`config.mk`:
```
export PLATFORM = sky130hd
export DESIGN_NAME = icy_metadata_demux_flat
export DESIGN_NICKNAME = d
export VERILOG_FILES = /design/src/rtl/icy_pkg.sv /design/src/rtl/icy_if.sv /design/src/rtl/icy_metadata_demux.sv /design/src/rtl/icy_core.sv /design/src/flat_wrapper.sv
export SDC_FILE = /design/constraint.sdc
export NUM_CORES = 1
export LEC_CHECK = 0
export ABC_AREA = 1
export BUFFER_PORTS_ARGS = -buffer_cell sky130_fd_sc_hd__clkbuf_2
export CAP_MARGIN = 25
export CELL_PAD_IN_SITES_DETAIL_PLACEMENT = 0
export CELL_PAD_IN_SITES_GLOBAL_PLACEMENT = 1
export CORE_MARGIN = 8
export CORE_UTILIZATION = 40
export DETAILED_ROUTE_END_ITERATION = 7
export HOLD_SLACK_MARGIN = 0.15
export PLACE_DENSITY_LB_ADDON = 0.1
export SYNTH_ARGS = -nofsm -noshare
export SYNTH_HDL_FRONTEND = slang
export SYNTH_SLANG_ARGS = --single-unit
```
`constraint.sdc`:
```
create_clock -name clk -period 6.1 [get_ports clk]
set_input_delay 1.83 -clock clk [delete_from_list [all_inputs] [get_ports clk]]
set_output_delay 1.83 -clock clk [all_outputs]
set_load 0.02 [all_outputs]
```
`src/rtl/icy_pkg.sv`:
```
// shared types and constants for the icy metadata demultiplexer
`default_nettype none

package icy_pkg;

  localparam int INTERVAL_W  = 20;
  localparam int MAX_BLK_W   = 8;
  localparam int BYTE_W      = 8;
  localparam int KIND_W      = 3;
  localparam int BLOCK_BYTES = 16;
  localparam int BLOCK_SHIFT = $clog2(BLOCK_BYTES);
  localparam int META_LEFT_W = MAX_BLK_W + BLOCK_SHIFT;
  localparam int TITLE_MAX   = 127;
  localparam int TITLE_W     = $clog2(TITLE_MAX + 1);

  localparam logic [BYTE_W-1:0]    QUOTE_CHAR    = 8'h27;
  localparam logic [MAX_BLK_W-1:0] MAX_BLK_RESET = 8'd32;

  // register indexes, taken from paddr[2]
  localparam logic REG_META_INTERVAL = 1'b0;
  localparam logic REG_MAX_BLOCKS    = 1'b1;

  typedef enum logic [1:0] {
    PH_AUDIO,
    PH_LENGTH,
    PH_META
  } phase_t;

  typedef enum logic [1:0] {
    QS_BEFORE,
    QS_INSIDE,
    QS_AFTER
  } quote_t;

  typedef enum logic [KIND_W-1:0] {
    K_AUDIO  = 3'd0,
    K_LENGTH = 3'd1,
    K_META   = 3'd2,
    K_TITLE  = 3'd3,
    K_REJECT = 3'd4
  } kind_t;

  typedef struct packed {
    logic [INTERVAL_W-1:0] meta_interval;
    logic [MAX_BLK_W-1:0]  max_meta_blocks;
    logic                  interval_wr;
    logic [INTERVAL_W-1:0] interval_wdata;
  } cfg_t;

endpackage

`default_nettype wire

```
`src/rtl/icy_if.sv`:
```
// stream byte and result channels of the demultiplexer
`default_nettype none

interface icy_byte_if;
  logic       valid;
  logic       ready;
  logic [7:0] stream_byte;

  modport source (output valid, output stream_byte, input ready);
  modport sink (input valid, input stream_byte, output ready);
endinterface

interface icy_result_if;
  logic       valid;
  logic       ready;
  logic [2:0] out_kind;
  logic [7:0] out_byte;
  logic       meta_end;

  modport source (output valid, output out_kind, output out_byte, output meta_end, input ready);
  modport sink (input valid, input out_kind, input out_byte, input meta_end, output ready);
endinterface

`default_nettype wire

```
`src/rtl/icy_metadata_demux.sv`:
```
// icy metadata demultiplexer top level: register port and parser
// latency: a result is registered, valid in the cycle after its stream byte transfer
// throughput: one byte per cycle, bounded only by the single result register
// a stalled result keeps input open only while the result register is being taken
// reset (rst, synchronous): audio phase, interval 0, max blocks 32, no result pending
`default_nettype none

module icy_metadata_demux
  import icy_pkg::*;
(
  input  wire logic        clk,
  input  wire logic        rst,
  icy_byte_if.sink         stream,
  icy_result_if.source     result,
  input  wire logic        psel,
  input  wire logic        penable,
  input  wire logic        pwrite,
  input  wire logic [2:0]  paddr,
  input  wire logic [31:0] pwdata,
  output logic      [31:0] prdata,
  output logic             pready
);

  logic [INTERVAL_W-1:0] meta_interval;
  logic [MAX_BLK_W-1:0]  max_meta_blocks;
  logic                  wr;
  cfg_t                  cfg;

  assign pready = 1'b1;
  assign wr     = psel && penable && pwrite && pready;

  always_ff @(posedge clk) begin
    if (rst) begin
      meta_interval   <= '0;
      max_meta_blocks <= MAX_BLK_RESET;
    end else if (wr) begin
      unique case (paddr[2])
        REG_META_INTERVAL: meta_interval   <= pwdata[INTERVAL_W-1:0];
        REG_MAX_BLOCKS:    max_meta_blocks <= pwdata[MAX_BLK_W-1:0];
        default: ;
      endcase
    end
  end

  always_comb begin
    unique case (paddr[2])
      REG_META_INTERVAL: prdata = {{(32-INTERVAL_W){1'b0}}, meta_interval};
      REG_MAX_BLOCKS:    prdata = {{(32-MAX_BLK_W){1'b0}}, max_meta_blocks};
      default:           prdata = '0;
    endcase
  end

  assign cfg.meta_interval   = meta_interval;
  assign cfg.max_meta_blocks = max_meta_blocks;
  assign cfg.interval_wr     = wr && (paddr[2] == REG_META_INTERVAL);
  assign cfg.interval_wdata  = pwdata[INTERVAL_W-1:0];

  icy_core u_core (
    .clk    (clk),
    .rst    (rst),
    .cfg    (cfg),
    .stream (stream),
    .result (result)
  );

endmodule

`default_nettype wire

```
`src/rtl/icy_core.sv`:
```
// stream parser: audio/length/metadata phases, title extraction, result register
`default_nettype none

module icy_core
  import icy_pkg::*;
(
  input  wire logic    clk,
  input  wire logic    rst,
  input  wire cfg_t    cfg,
  icy_byte_if.sink     stream,
  icy_result_if.source result
);

  phase_t                 phase, phase_next;
  quote_t                 quote_state, quote_state_next;
  logic [INTERVAL_W-1:0]  audio_left, audio_left_next;
  logic [META_LEFT_W-1:0] meta_left, meta_left_next;
  logic [TITLE_W-1:0]     title_count, title_count_next;

  kind_t                  kind;
  logic                   end_flag;
  logic                   accept;
  logic [BYTE_W-1:0]      b;

  logic                   out_valid;
  kind_t                  out_kind;
  logic [BYTE_W-1:0]      out_byte;
  logic                   meta_end;

  // result register frees up whenever it is empty or being taken
  assign stream.ready = !out_valid || result.ready;
  assign accept       = stream.valid && stream.ready;
  assign b            = stream.stream_byte;

  always_comb begin
    phase_next       = phase;
    quote_state_next = quote_state;
    audio_left_next  = audio_left;
    meta_left_next   = meta_left;
    title_count_next = title_count;
    kind             = K_AUDIO;
    end_flag         = 1'b0;

    if (cfg.interval_wr) begin
      phase_next      = PH_AUDIO;
      audio_left_next = cfg.interval_wdata;
      meta_left_next  = '0;
    end else if (accept && (cfg.meta_interval != '0)) begin
      unique case (phase)
        PH_LENGTH: begin
          if (b == '0) begin
            kind            = K_LENGTH;
            end_flag        = 1'b1;
            phase_next      = PH_AUDIO;
            audio_left_next = cfg.meta_interval;
            meta_left_next  = '0;
          end else if (b > cfg.max_meta_blocks) begin
            kind            = K_REJECT;
            end_flag        = 1'b1;
            phase_next      = PH_AUDIO;
            audio_left_next = cfg.meta_interval;
            meta_left_next  = '0;
          end else begin
            kind             = K_LENGTH;
            meta_left_next   = {b, {BLOCK_SHIFT{1'b0}}};
            quote_state_next = QS_BEFORE;
            title_count_next = '0;
            phase_next       = PH_META;
          end
        end
        PH_META: begin
          kind = K_META;
          unique case (quote_state)
            QS_BEFORE: begin
              if (b == QUOTE_CHAR) quote_state_next = QS_INSIDE;
            end
            QS_INSIDE: begin
              if (b == QUOTE_CHAR) begin
                quote_state_next = QS_AFTER;
              end else if (title_count < TITLE_W'(TITLE_MAX)) begin
                kind             = K_TITLE;
                title_count_next = title_count + 1'b1;
              end
            end
            default: ;
          endcase
          if (meta_left <= META_LEFT_W'(1)) begin
            end_flag        = 1'b1;
            phase_next      = PH_AUDIO;
            audio_left_next = cfg.meta_interval;
            meta_left_next  = '0;
          end else begin
            meta_left_next = meta_left - 1'b1;
          end
        end
        default: begin
          kind = K_AUDIO;
          if (audio_left <= INTERVAL_W'(1)) begin
            audio_left_next = '0;
            phase_next      = PH_LENGTH;
          end else begin
            audio_left_next = audio_left - 1'b1;
          end
        end
      endcase
    end
  end

  always_ff @(posedge clk) begin
    if (rst) begin
      phase       <= PH_AUDIO;
      quote_state <= QS_BEFORE;
      audio_left  <= '0;
      meta_left   <= '0;
      title_count <= '0;
    end else begin
      phase       <= phase_next;
      quote_state <= quote_state_next;
      audio_left  <= audio_left_next;
      meta_left   <= meta_left_next;
      title_count <= title_count_next;
    end
  end

  always_ff @(posedge clk) begin
    if (rst) begin
      out_valid <= 1'b0;
    end else if (accept) begin
      out_valid <= 1'b1;
    end else if (result.ready) begin
      out_valid <= 1'b0;
    end
  end

  always_ff @(posedge clk) begin
    if (accept) begin
      out_kind <= kind;
      out_byte <= b;
      meta_end <= end_flag;
    end
  end

  assign result.valid    = out_valid;
  assign result.out_kind = out_kind;
  assign result.out_byte = out_byte;
  assign result.meta_end = meta_end;

  // a metadata slot in progress always has bytes left
  a_meta_left: assert property (@(posedge clk) disable iff (rst)
    phase == PH_META |-> meta_left != '0)
    else $error("metadata phase with empty byte count");

  // slot end only reported for length, reject or metadata bytes
  a_end_kind: assert property (@(posedge clk) disable iff (rst)
    out_valid && meta_end |-> out_kind != K_AUDIO)
    else $error("audio byte marked as slot end");

  // with metadata disabled every transfer is audio
  a_no_meta: assert property (@(posedge clk) disable iff (rst)
    accept && cfg.meta_interval == '0 |=> out_valid && out_kind == K_AUDIO && !meta_end)
    else $error("non-audio result with metadata disabled");

  // a pending result is not dropped while stalled
  a_hold: assert property (@(posedge clk) disable iff (rst)
    out_valid && !result.ready |=> out_valid && $stable(out_byte))
    else $error("stalled result lost");

endmodule

`default_nettype wire
```
`src/flat_wrapper.sv`:
```
// flat-port wrapper written by rule: the top's interface ports become plain ports
module icy_metadata_demux_flat import icy_pkg::*;
  (clk, rst, psel, penable, pwrite, paddr, pwdata, prdata, pready, stream_valid, stream_stream_byte, stream_ready, result_valid, result_out_kind, result_out_byte, result_meta_end, result_ready);
  icy_byte_if stream_i ();
  icy_result_if result_i ();
  input  wire logic clk;
  input  wire logic rst;
  input  wire logic psel;
  input  wire logic penable;
  input  wire logic pwrite;
  input  wire logic [2:0] paddr;
  input  wire logic [31:0] pwdata;
  output logic      [31:0] prdata;
  output logic pready;
  input wire logic [$bits(stream_i.valid)-1:0] stream_valid;
  input wire logic [$bits(stream_i.stream_byte)-1:0] stream_stream_byte;
  output wire logic [$bits(stream_i.ready)-1:0] stream_ready;
  output wire logic [$bits(result_i.valid)-1:0] result_valid;
  output wire logic [$bits(result_i.out_kind)-1:0] result_out_kind;
  output wire logic [$bits(result_i.out_byte)-1:0] result_out_byte;
  output wire logic [$bits(result_i.meta_end)-1:0] result_meta_end;
  input wire logic [$bits(result_i.ready)-1:0] result_ready;
  assign stream_i.valid = stream_valid;
  assign stream_i.stream_byte = stream_stream_byte;
  assign stream_ready = stream_i.ready;
  assign result_valid = result_i.valid;
  assign result_out_kind = result_i.out_kind;
  assign result_out_byte = result_i.out_byte;
  assign result_meta_end = result_i.meta_end;
  assign result_i.ready = result_ready;
  icy_metadata_demux u_core (.clk(clk), .rst(rst), .stream(stream_i), .result(result_i), .psel(psel), .penable(penable), .pwrite(pwrite), .paddr(paddr), .pwdata(pwdata), .prdata(prdata), .pready(pready));
endmodule
```
-- Yosys cells after proc, flatten, opt, wreduce, memory -nomap -nowiden
Index checks and enable logic that the tools add are counted.
- add/sub/neg operators: 3
- multiplexer cells: 41
- equal/unequal tests: 15
- bitwise operators: 3
- shift-type cells: 0
- $mul: 0
- $lt $le $gt $ge: 4
- divide/modulo/power cells: 0
- reduce and logical (&&, ||, !) cells: 23
- operators by type and width (operator ; count):
    two-way mux 20 bit ; 6
    one-hot mux 32 bit (2 select lines) ; 1
    one-hot mux 20 bit (2 select lines) ; 1
    two-way mux 12 bit ; 3
    two-way mux 7 bit ; 5
    one-hot mux 12 bit (2 select lines) ; 1
    less-or-equal comparator 20 x 1 -> 1 bit, second input constant ; 1
    nonzero test 20 bit ; 1
    subtractor 20 x 1 -> 20 bit, second input constant ; 1
    two-way mux 2 bit ; 8
    AND reduction 8 bit ; 2
    one-hot mux 7 bit (2 select lines) ; 1
    less-or-equal comparator 12 x 1 -> 1 bit, second input constant ; 1
    one-hot mux 2 bit (2 select lines) ; 3
    subtractor 12 x 1 -> 12 bit, second input constant ; 1
    != test 2 bit, second input constant ; 5
    != test 3 bit, second input constant ; 3
    == test 8 x 6 -> 1 bit, second input constant ; 1
    > comparator 8 bit ; 1
    zero test 8 bit ; 1
    two-way mux 1 bit ; 8
    adder 7 x 1 -> 7 bit, second input constant ; 1
    less-than comparator 7 bit, second input constant ; 1
    two-way mux 3 bit ; 2
    17 further kinds ; 30
- bits in registers: 84
- output and inout bits: 47
- bits in read-only memories: 0
- logic and storage cells: 100
- bits in writable memories: 0
- memories kept: 0
- latch bits: 0

-- Depth between registers and ports, before layout
Gate-level depths: netlist (run 1).
- word-level depth: 6
- gate-level depth with buffers: 16

-- Modules after synthesis
Synthesis (run 1) repeated with hierarchy kept, for this count alone.
- cells, all modules: 862
- area, all modules: 5560.3 um2
- by module, submodules not included (module ; cells an instance ; area an instance (um2) ; times used):
    icy_core ; 620 ; 4040.1 ; 1
    icy_metadata_demux ; 242 ; 1520.2 ; 1

-- Worst setup path before layout (run 1)
OpenSTA, ideal clock, no wires.
- path kind: in2out
- start: input paddr[2]
- end: output prdata[0]
- slack: 1.639 ns
- path buffers: 2
- data arrival time: 2.631 ns
- required time: 4.270 ns
- stages on the path: 4
- cells stage by stage: clkbuf_1 clkbuf_1 nand2_1 o21ai_0
- longest elaborated chain between the ends: 2
- RTL lines (element ; RTL line ; source):
    start, declared ; flat_wrapper.sv:11 ; input wire logic [2:0] paddr;
    NOT 1 bit ; icy_metadata_demux.sv:46 ; unique case (paddr[2])
    one-hot mux 32 bit (2 select lines) (*) ; icy_metadata_demux.sv:46 ;
    end, declared ; flat_wrapper.sv:13 ; output logic [31:0] prdata;
Every way passes the cells marked *; elsewhere a longest branch is shown, timed or not. The select of a mux whose other input is x is not followed.

-- Worst setup path in the final report (run 1)
- start: input paddr[2]
- end: output prdata[1]
The elaborated chain is that of the path after synthesis.

==> results of run 1 <==
==> cell usage after synthesis (5+ instances only) <==
master	n	area, sq um
buf_4	13	97.59
ha_1	15	187.7
nand2_1	162	608.1
inv_1	97	364.1
nand4_1	12	75.07
nor2_1	132	495.5
nor2_4	5	56.30
a21oi_1	38	190.2
dfxtp_1	72	1441
xor2_1	19	166.4
clkbuf_1	12	45.04
nor2_2	7	43.79
buf_2	11	55.05
o21bai_1	10	75.07
nor3_1	8	40.04
edfxtp_1	12	360.4
nand3_1	46	230.2
o22ai_1	20	125.1
o21ai_0	47	235.2
==> layout by cell type, fill, tap and decap left out, drive strengths merged, types with 3 or more instances in the layout <==
cell type	n
conb	13
o21bai	10
inv	99
a21boi	4
nand4	12
nor3b	3
xor2	19
edfxtp	12
nor2	144
o22ai	20
dfxtp	72
a21oi	39
clkinv	4
clkbuf	80
nand3	49
ha	15
nor3	9
xnor2	3
buf	3
o21ai	48
nand2	163
==> worst max-delay path by stage <==
stage,startpoint,to,slack (ns),cells after the start
5_1_grt,paddr[2],prdata[1],1.42,4
3_5_place_dp,paddr[2],prdata[1],1.51,3
4_1_cts,paddr[2],prdata[1],1.51,3
3_3_place_gp,paddr[2],prdata[1],1.51,3
6_report,paddr[2],prdata[1],1.53,3
2_1_floorplan,paddr[2],prdata[0],1.64,4
==> report_power, final <==
group	leakage, nW	switching (W)	internal (W)
Sequential	0.703	0.0000231	0.000594
Combinational	1.85	0.000262	0.000133
Clock	0.161	0.000236	0.000353
==> final cells by class <==
type	instances	area share [%]
multi-input cells	554	47.11
flip-flops and latches	84	30.76
clock inverters	5	0.9827
repair buffers	72	6.623
inverters	99	6.345
clock buffers	11	4.508
well taps	172	3.674
==> worst min-delay path, delay by kind of cell, from the launching register on <==
kind / cells / cell delay [ns]
AOI/OAI and AO/OA: 1 / 0.06
buffers and inverters: 1 / 0.07
DFF: 1 / 0.31
==> metal layers <==
| metal | wire length, um | vias to the layer above | global-route usage, % |
|---|---|---|---|
| met2 | 7241 | 73 | 32.42 |
| met3 | 527 | 14 | 3.227 |
| met4 | 225 | 0 | 6.980 |
| met5 | 0 | - | 0 |
| met1 | 6395 | 2226 | 20.51 |
| li1 | - | 2526 | - |
==> metrics by stage <==
stage               area, sq um  utilization (%)  instances
finish                     5857            46.79        997
floorplan                  5135                -        774
global route               5857            46.79        997
detailed placement         5508            44.00        980
global placement           5508            44.00        980
CTS                        5829            46.57        996
==> logic make-up after synthesis <==
group | after synthesis
DFF | 84
other | 2
buffers and inverters | 136
adders and majority gates | 15
and+or+nand+nor | 381
AOI/OAI and AO/OA | 123
xor gates and xnor gates | 22
==> flip-flops by register name, summed over array words and instances, names as in the netlist <==
name                           count
u_core.u_core.result.out_kind      3
u_core.u_core.result.meta_end      1
u_core.max_meta_blocks             8
u_core.u_core.meta_left           12
u_core.u_core.title_count          7
u_core.u_core.audio_left          20
u_core.u_core.result.valid         1
u_core.u_core.phase                2
u_core.u_core.quote_state          2
u_core.meta_interval              20
u_core.u_core.result.out_byte      8
==> flow_summary.json, run 1 <==
{
  "startpoint_type": "primary input",
  "drt_first_iter_violations": 397,
  "p_per_area_nw_per_um2": 273.5,
  "clock-sinks": 84,
  "min_from": "u_core.max_meta_blocks[2]$_SDFFE_PP0P_",
  "clk_latency_ns": 0.35,
  "grt_max_degree": 41,
  "drive_gt1_share_pct": 13.09,
  "r2r_slack_ns": 3.74,
  "synth_edf_count": 12,
  "vias": 4839,
  "fmaxAchievable_mhz": 218.9,
  "nFillCells": 1335,
  "gp_congestion": 0.7919,
  "period_minus_slack_ns": 4.568,
  "holdPathEnd": "u_core.max_meta_blocks[2]$_SDFFE_PP0P_",
  "yosys.area_share.simple_pct": 32.18,
  "cts_hold_buf": 0,
  "status": "complete, no violations",
  "first_global_vias": 4800,
  "cp_num_buf_inv": 2,
  "fin_skew_ns": 0.006240,
  "worstPathMaxFanout": 30,
  "root_buffer": "clkbuf_16",
  "first_pass_iters": 4,
  "cts_tree": "yes",
  "yosys_warnings": 0,
  "synth_seq_area_share_pct": 35.37,
  "via_per_inst": 4.854,
  "drt-total-wl_um": 14390,
  "io_buffers": 69,
  "p_leak_nw": 2.717,
  "holdWs_ns": 0.4791,
  "maxCapViolations": 0,
  "cts_max_level": 3,
  "crit_path_top_delay_cell": "o21ai_0",
  "die_h_um": 128.8,
  "nets": 885,
  "remaining_drc_errors": 0,
  "cts_setup_buffers": 0,
  "globalRouteOverflowTotal": 0,
  "diodes": 0,
  "dpl.hpwl_um": 10710,
  "p_total_w": 0.001602,
  "criticalPathCategory": "in2out",
  "end_kind": "output pin",
  "grtUsageTotal_pct": 17.95,
  "arrival_ns": 2.74,
  "clk_pin_slew_worst_paths_ns": 0.07,
  "synth_cell_type_count": 34,
  "wl_per_cell_um": 14.43,
  "area_growth_pct": 14.98,
  "yosys-mux-area-fraction_pct": 0,
  "die_w_um": 128.8,
  "r2r_start": "u_core.max_meta_blocks[5]$_SDFFE_PP1P_",
  "coreArea_sq_um": 12520,
  "crit_family": "buffers and inverters",
  "max_stage_delay_ns": 0.35,
  "synthArstFlopShare_pct": 0,
  "yosys.area_share.adder_pct": 3.685,
  "dp_worst_setup_slack_ns": 1.511,
  "finalSetupTns_ns": 0,
  "syn-cell-area_sq_um": 5094,
  "cts_buffer_depth": 2,
  "maxSlewViolCount": 0,
  "postRouteAntennaNets": 0,
  "crit_chain": "clkbuf_2 > o21ai_0 > clkbuf_2",
  "r2r-end": "u_core.u_core.audio_left[5]$_SDFFE_PP0P_",
  "hold_class": "reg2reg",
  "cts_resized": 0,
  "hold_viol": 0,
  "seq_area_sq_um": 1802,
  "syn_area_per_cell_sq_um": 6.676,
  "finalCritPeriodShare_pct": 74.89,
  "row_count": 41,
  "min_path_cells": 2,
  "critPathMostFrequentCell": "clkbuf_2",
  "grt_pass1_wl_um": 23570,
  "synth_seq_cells": 84,
  "initial_utilization_pct": 40.69,
  "synth_xor_xnor_area_share_pct": 3.783,
  "tightestPinTransition_ns": 0.7882,
  "required_ns": 4.27,
  "finalSetupViolCount": 0,
  "ir_drop_mv": 0.1593,
  "rsz0062_at_grt": "false",
  "synth_cells": 763,
  "max_slew_margin_pct": 47.40,
  "synth_top_family_by_area": "simple AND/OR/NAND/NOR gates",
  "synth_compound_area_share_pct": 13.56,
  "ys.flop_type": "dfxtp_1",
  "ff2ff_path_depth": 13,
  "multi_input_area_sq_um": 2759,
  "finalWorstSetupSlack_ns": 1.532,
  "cts_buffers": 9,
  "grt_antenna_before_repair": 0,
  "die_area_sq_um": 16600,
  "io_pins": 97
}
Note: power is estimated with default switching activity, not from simulation.
==> inputs of run 2 (changes only) <==
--- a/config.mk
+++ b/config.mk
@@ -11,7 +11,7 @@
 export CELL_PAD_IN_SITES_DETAIL_PLACEMENT = 0
 export CELL_PAD_IN_SITES_GLOBAL_PLACEMENT = 1
 export CORE_MARGIN = 8
-export CORE_UTILIZATION = 40
+export CORE_UTILIZATION = 39
 export DETAILED_ROUTE_END_ITERATION = 7
 export HOLD_SLACK_MARGIN = 0.15
 export PLACE_DENSITY_LB_ADDON = 0.1
==> constraint.sdc (replaced) <==
create_clock -name clk -period 4.55 [get_ports clk]
set_input_delay 1.365 -clock clk [delete_from_list [all_inputs] [get_ports clk]]
set_output_delay 1.365 -clock clk [all_outputs]
set_load 0.02 [all_outputs]
==> run 2 against run 1 <==
Sequential cell count is the same. First-iteration DRC count down 31%. Global-route usage decreased by 0.082 points. Combinational power is 35% higher. Via count up 1.3%. Utilization shrank 0.55 points. Clock skew up 0.0042 ns. Final area is essentially flat. Power is 32% higher. Setup slack worse by 0.69 ns. Clock power up 29%. Critical path type unchanged.
==> flow_summary.json, run 2 (synthesis results as in run 1) <==
{
  "cts_max_level": 3,
  "cts_buffer_depth": 2,
  "initial_utilization_pct": 40.20,
  "clk_pin_slew_worst_paths_ns": 0.07,
  "gp_congestion": 0.8247,
  "die_area_sq_um": 16970,
  "die_w_um": 130.3,
  "max_slew_margin_pct": 50.16,
  "crit_family": "buffers and inverters",
  "rsz0062_at_grt": "false",
  "maxCapViolations": 0,
  "crit_chain": "clkbuf_2 > o21ai_0 > clkbuf_2",
  "clk_latency_ns": 0.35,
  "startpoint_type": "primary input",
  "io_buffers": 69,
  "hold_viol": 0,
  "cts_tree": "yes",
  "largestRegisters": "u_core.meta_interval x20, u_core.u_core.audio_left x20, u_core.u_core.meta_left x12",
  "end_kind": "output pin",
  "globalRouteOverflowTotal": 0,
  "dpl.hpwl_um": 10830,
  "grtUsageTotal_pct": 17.87,
  "crit_path_top_delay_cell": "o21ai_0",
  "first_pass_iters": 4,
  "pwr-share-clk_pct": 35.9,
  "fin_skew_ns": 0.01043,
  "cts_resized": 0,
  "finalCritPeriodShare_pct": 81.57,
  "postRouteAntennaNets": 0,
  "max_stage_delay_ns": 0.38,
  "grt_pass1_wl_um": 23630,
  "drt-total-wl_um": 14530,
  "cp_num_buf_inv": 2,
  "row_count": 41,
  "critPathMostFrequentCell": "clkbuf_2",
  "required_ns": 3.18,
  "r2r_start": "u_core.max_meta_blocks[7]$_SDFFE_PP0P_",
  "nets": 888,
  "pwr-share-seq_pct": 39.0,
  "p_leak_nw": 2.724,
  "worstPathMaxFanout": 30,
  "criticalPathCategory": "in2out",
  "io_pins": 97,
  "ir_drop_mv": 0.1665,
  "grt_max_degree": 41,
  "via_per_inst": 4.904,
  "p_sw_w": 0.0007020,
  "vias": 4904,
  "switching_share_pct": 33.11,
  "drive_gt1_share_pct": 13.41,
  "clock-sinks": 84,
  "finalSetupTns_ns": 0,
  "wl_per_cell_um": 14.53,
  "final_common_cell": "nand2_1",
  "hold_class": "reg2reg",
  "diodes": 0,
  "drt_first_iter_violations": 275,
  "fmaxAchievable_mhz": 269.4,
  "cts_setup_buffers": 0,
  "arrival_ns": 2.35,
  "finalSetupViolCount": 0,
  "remaining_drc_errors": 0,
  "first_global_vias": 4838,
  "status": "complete, no violations",
  "combPwrFrac_pct": 25.1,
  "die_h_um": 130.3,
  "period_minus_slack_ns": 3.711,
  "maxSlewViolCount": 0,
  "p_per_area_nw_per_um2": 361.9,
  "worstSetupStartpoint": "paddr[2]",
  "root_buffer": "clkbuf_16",
  "min_from": "u_core.max_meta_blocks[3]$_SDFFE_PP0P_",
  "grt_antenna_before_repair": 0,
  "p_int_w": 0.001418,
  "coreArea_sq_um": 12670,
  "p_total_w": 0.002120,
  "cts_hold_buf": 0,
  "final_cell_mix": "nand2_1, nor2_1, inv_1, dfxtp_1, clkbuf_2",
  "tightestPinTransition_ns": 0.7467,
  "cts_buffers": 9,
  "area_growth_pct": 15.03
}
[run 2: changes by cell type in the layout (fill, tap and decap cells not counted)]
cell	change
clkinv_2	+1
clkinv_4	-1
inv_6	+1
buf_4	+3
clkbuf_16	-1
[run 2: worst min-delay path: stages, from the launching register on]
cell and delay, ns:
dfxtp_1 0.31, inv_1 0.07, a21oi_1 0.06
[run 2: cell type report]
| type | instances | area (sq um) |
|---|---|---|
| fill | 1349 | 6812 |
| multi-input combinational | 554 | 2759 |
| sequential | 84 | 1802 |
| timing repair buffer | 75 | 410.4 |
| inverter | 99 | 371.6 |
| clock buffer | 10 | 239.0 |
| tap | 172 | 215.2 |
| clock inverter | 6 | 62.56 |
[run 2: power by group through the flow]
stage               logic, W  registers [W]  clock network, W
detailed placement  0.000531       0.000844                 0
global placement    0.000525       0.000842                 0
CTS                 0.000534       0.000827          0.000782
finish              0.000533       0.000827          0.000760
global route        0.000615       0.000833          0.000815
floorplan           0.000407       0.000845                 0
[run 2: final timing paths]
| check | depth (start not counted) | slack (ns) | to |
|---|---|---|---|
| max | 3 | 0.84 | prdata[0] |
| min | 2 | 0.48 | u_core.max_meta_blocks[3]$_SDFFE_PP0P_ |
| min reg2reg | 2 | 0.48 | u_core.max_meta_blocks[3]$_SDFFE_PP0P_ |
| max reg2reg | 12 | 2.20 | u_core.u_core.audio_left[14]$_SDFFE_PP0P_ |
[run 2: metal layers]
layer | up-vias | global-route usage (%) | wire [um]
li1 | 2533 | - | -
met1 | 2249 | 20.81 | 6382
met2 | 96 | 30.77 | 7116
met3 | 26 | 2.815 | 574
met4 | 0 | 9.904 | 453
met5 | - | 0 | 0
[run 2: through the flow]
step                std cells  util, %  area [sq um]  setup WS (ns)  hold WS (ns)
detailed placement        983    43.65          5530         0.8350        0.4764
global route             1000    46.24          5859         0.7548        0.5049
CTS                       999    46.03          5832         0.8331        0.4854
global placement          983    43.65          5530         0.8468        0.4740
finish                   1000    46.24          5859         0.8387        0.4794
floorplan                 774        -          5135          1.019        0.4478
==> inputs of run 3 (changes only) <==
==> constraint.sdc (replaced) <==
create_clock -name clk -period 3.5 [get_ports clk]
set_input_delay 1.05 -clock clk [delete_from_list [all_inputs] [get_ports clk]]
set_output_delay 1.05 -clock clk [all_outputs]
set_load 0.02 [all_outputs]
==> run 3 against run 2 <==
Non-clock buffer count rose by 3. Final area rose by 0.75%. Wire length fell by 0.58%. Largest cell class unchanged. Largest power group unchanged. Highest routed layer unchanged.
==> flow_summary.json, run 3 (synthesis results as in run 1) <==
{
  "status": "complete, no violations",
  "period_minus_slack_ns": 3.056,
  "cts_hold_buf": 0,
  "root_buffer": "clkbuf_16",
  "crit_chain": "clkbuf_2 > o21ai_0 > clkbuf_2",
  "worstPathMaxFanout": 30,
  "hold_viol": 0,
  "die_area_sq_um": 16970,
  "grt_max_degree": 41,
  "crit_family": "buffers and inverters",
  "first_global_vias": 4904,
  "area_growth_pct": 15.89,
  "largestRegisters": "u_core.meta_interval x20, u_core.u_core.audio_left x20, u_core.u_core.meta_left x12",
  "post-route-util_pct": 46.59,
  "maxCapViolations": 0,
  "r2r_start": "u_core.max_meta_blocks[7]$_SDFFE_PP0P_",
  "row_count": 41,
  "grtUsageTotal_pct": 18.07,
  "cts_max_level": 3,
  "ff2ff_path_depth": 11,
  "p_per_area_nw_per_um2": 478.1,
  "io_buffers": 69,
  "critPathMostFrequentCell": "clkbuf_2",
  "drt-total-wl_um": 14440,
  "clk_latency_ns": 0.34,
  "final_cell_mix": "nand2_1, nor2_1, inv_1, dfxtp_1, clkbuf_2",
  "holdWs_ns": 0.4854,
  "p_leak_nw": 2.749,
  "r2r_slack_ns": 1.38,
  "fin_cells": 1003,
  "drt_first_iter_violations": 319,
  "end_kind": "output pin",
  "nFillCells": 1360,
  "grt_pass1_wl_um": 24230,
  "diodes": 0,
  "fin_skew_ns": 0.006930,
  "gp_congestion": 0.8100,
  "remaining_drc_errors": 0,
  "clock-sinks": 84,
  "hold_class": "reg2reg",
  "die_h_um": 130.3,
  "max_stage_delay_ns": 0.37,
  "ir_drop_mv": 0.1994,
  "globalRouteOverflowTotal": 0,
  "drive_gt1_share_pct": 13.72,
  "cts_buffers": 9,
  "required_ns": 2.45,
  "cts_resized": 0,
  "fin_area_sq_um": 5903,
  "criticalPathCategory": "in2out",
  "crit_path_top_delay_cell": "o21ai_0",
  "crit_end": "prdata[1]",
  "dp_cells": 987,
  "cts_buffer_depth": 2,
  "cp.depth": 3,
  "first_pass_iters": 4,
  "wl_per_cell_um": 14.40,
  "fmaxAchievable_mhz": 327.3,
  "nets": 891,
  "grt_antenna_before_repair": 0,
  "io_pins": 97,
  "finalSetupTns_ns": 0,
  "coreArea_sq_um": 12670,
  "vias": 4925,
  "finalCritPeriodShare_pct": 87.30,
  "dpl.hpwl_um": 10860,
  "die_w_um": 130.3,
  "initial_utilization_pct": 40.20,
  "finalSetupViolCount": 0,
  "final_common_cell": "nand2_1",
  "cts_setup_buffers": 0,
  "placed_area_sq_um": 5573,
  "r2r-end": "u_core.u_core.quote_state[0]$_SDFFE_PP0P_",
  "cts_tree": "yes",
  "startpoint_type": "primary input",
  "max_slew_margin_pct": 55.59,
  "maxSlewViolCount": 0,
  "postRouteAntennaNets": 0,
  "rsz0062_at_grt": "false",
  "clk_pin_slew_worst_paths_ns": 0.06,
  "cp_num_buf_inv": 2,
  "via_per_inst": 4.910,
  "arrival_ns": 2.01,
  "worstSetupStartpoint": "paddr[2]",
  "tightestPinTransition_ns": 0.6638
}
==> run 3: final cells by class <==
cell class / instances / area (sq um) / area share (%)
tap: 172 / 215.2 / 3.646
multi-input combinational: 554 / 2759 / 46.74
timing repair buffer: 78 / 425.4 / 7.206
clock inverter: 4 / 52.55 / 0.8902
sequential: 84 / 1802 / 30.52
inverter: 99 / 371.6 / 6.295
clock buffer: 12 / 277.8 / 4.705
==> run 3: through the flow <==
step,setup slack [ns],total power [W]
floorplan,0.5991,0.001628
global placement,0.4366,0.001788
detailed placement,0.4182,0.001797
CTS,0.4250,0.002852
global route,0.3753,0.003002
finish,0.4444,0.002823
==> run 3: worst min-delay path, cell delays in order, from the launching register on <==
cell	delay, ns
dfxtp_1	0.32
nand2_1	0.07
a21oi_1	0.05
==> run 3: power breakdown <==
part,internal [W],total [W],switching (W)
sequential,0.00104,0.00108,0.0000407
combinational,0.000241,0.000697,0.000456
clock,0.000639,0.00105,0.000411
total,0.00191,0.00282,0.000908
==> run 3: how the worst min path moves through the flow <==
stage	slack, ns	cells after the start	startpoint	to
6_report	0.49	2	u_core.u_core.title_count[3]$_SDFFE_PP0P_	u_core.u_core.title_count[3]$_SDFFE_PP0P_
5_1_grt	0.52	2	u_core.max_meta_blocks[1]$_SDFFE_PP0P_	u_core.max_meta_blocks[1]$_SDFFE_PP0P_
4_1_cts	0.49	2	u_core.u_core.title_count[3]$_SDFFE_PP0P_	u_core.u_core.title_count[3]$_SDFFE_PP0P_
3_5_place_dp	0.48	2	u_core.u_core.title_count[3]$_SDFFE_PP0P_	u_core.u_core.title_count[3]$_SDFFE_PP0P_
3_3_place_gp	0.47	2	u_core.max_meta_blocks[1]$_SDFFE_PP0P_	u_core.max_meta_blocks[1]$_SDFFE_PP0P_
2_1_floorplan	0.45	2	u_core.max_meta_blocks[1]$_SDFFE_PP0P_	u_core.max_meta_blocks[1]$_SDFFE_PP0P_
==> run 3: routing by layer <==
metal | track usage (%) | share of wire [%] | vias up
met5 | 0 | 0 | -
met4 | 6.831 | 2.3 | 0
met3 | 2.938 | 3.6 | 23
met2 | 31.96 | 49 | 99
met1 | 21.46 | 45 | 2269
li1 | - | - | 2534
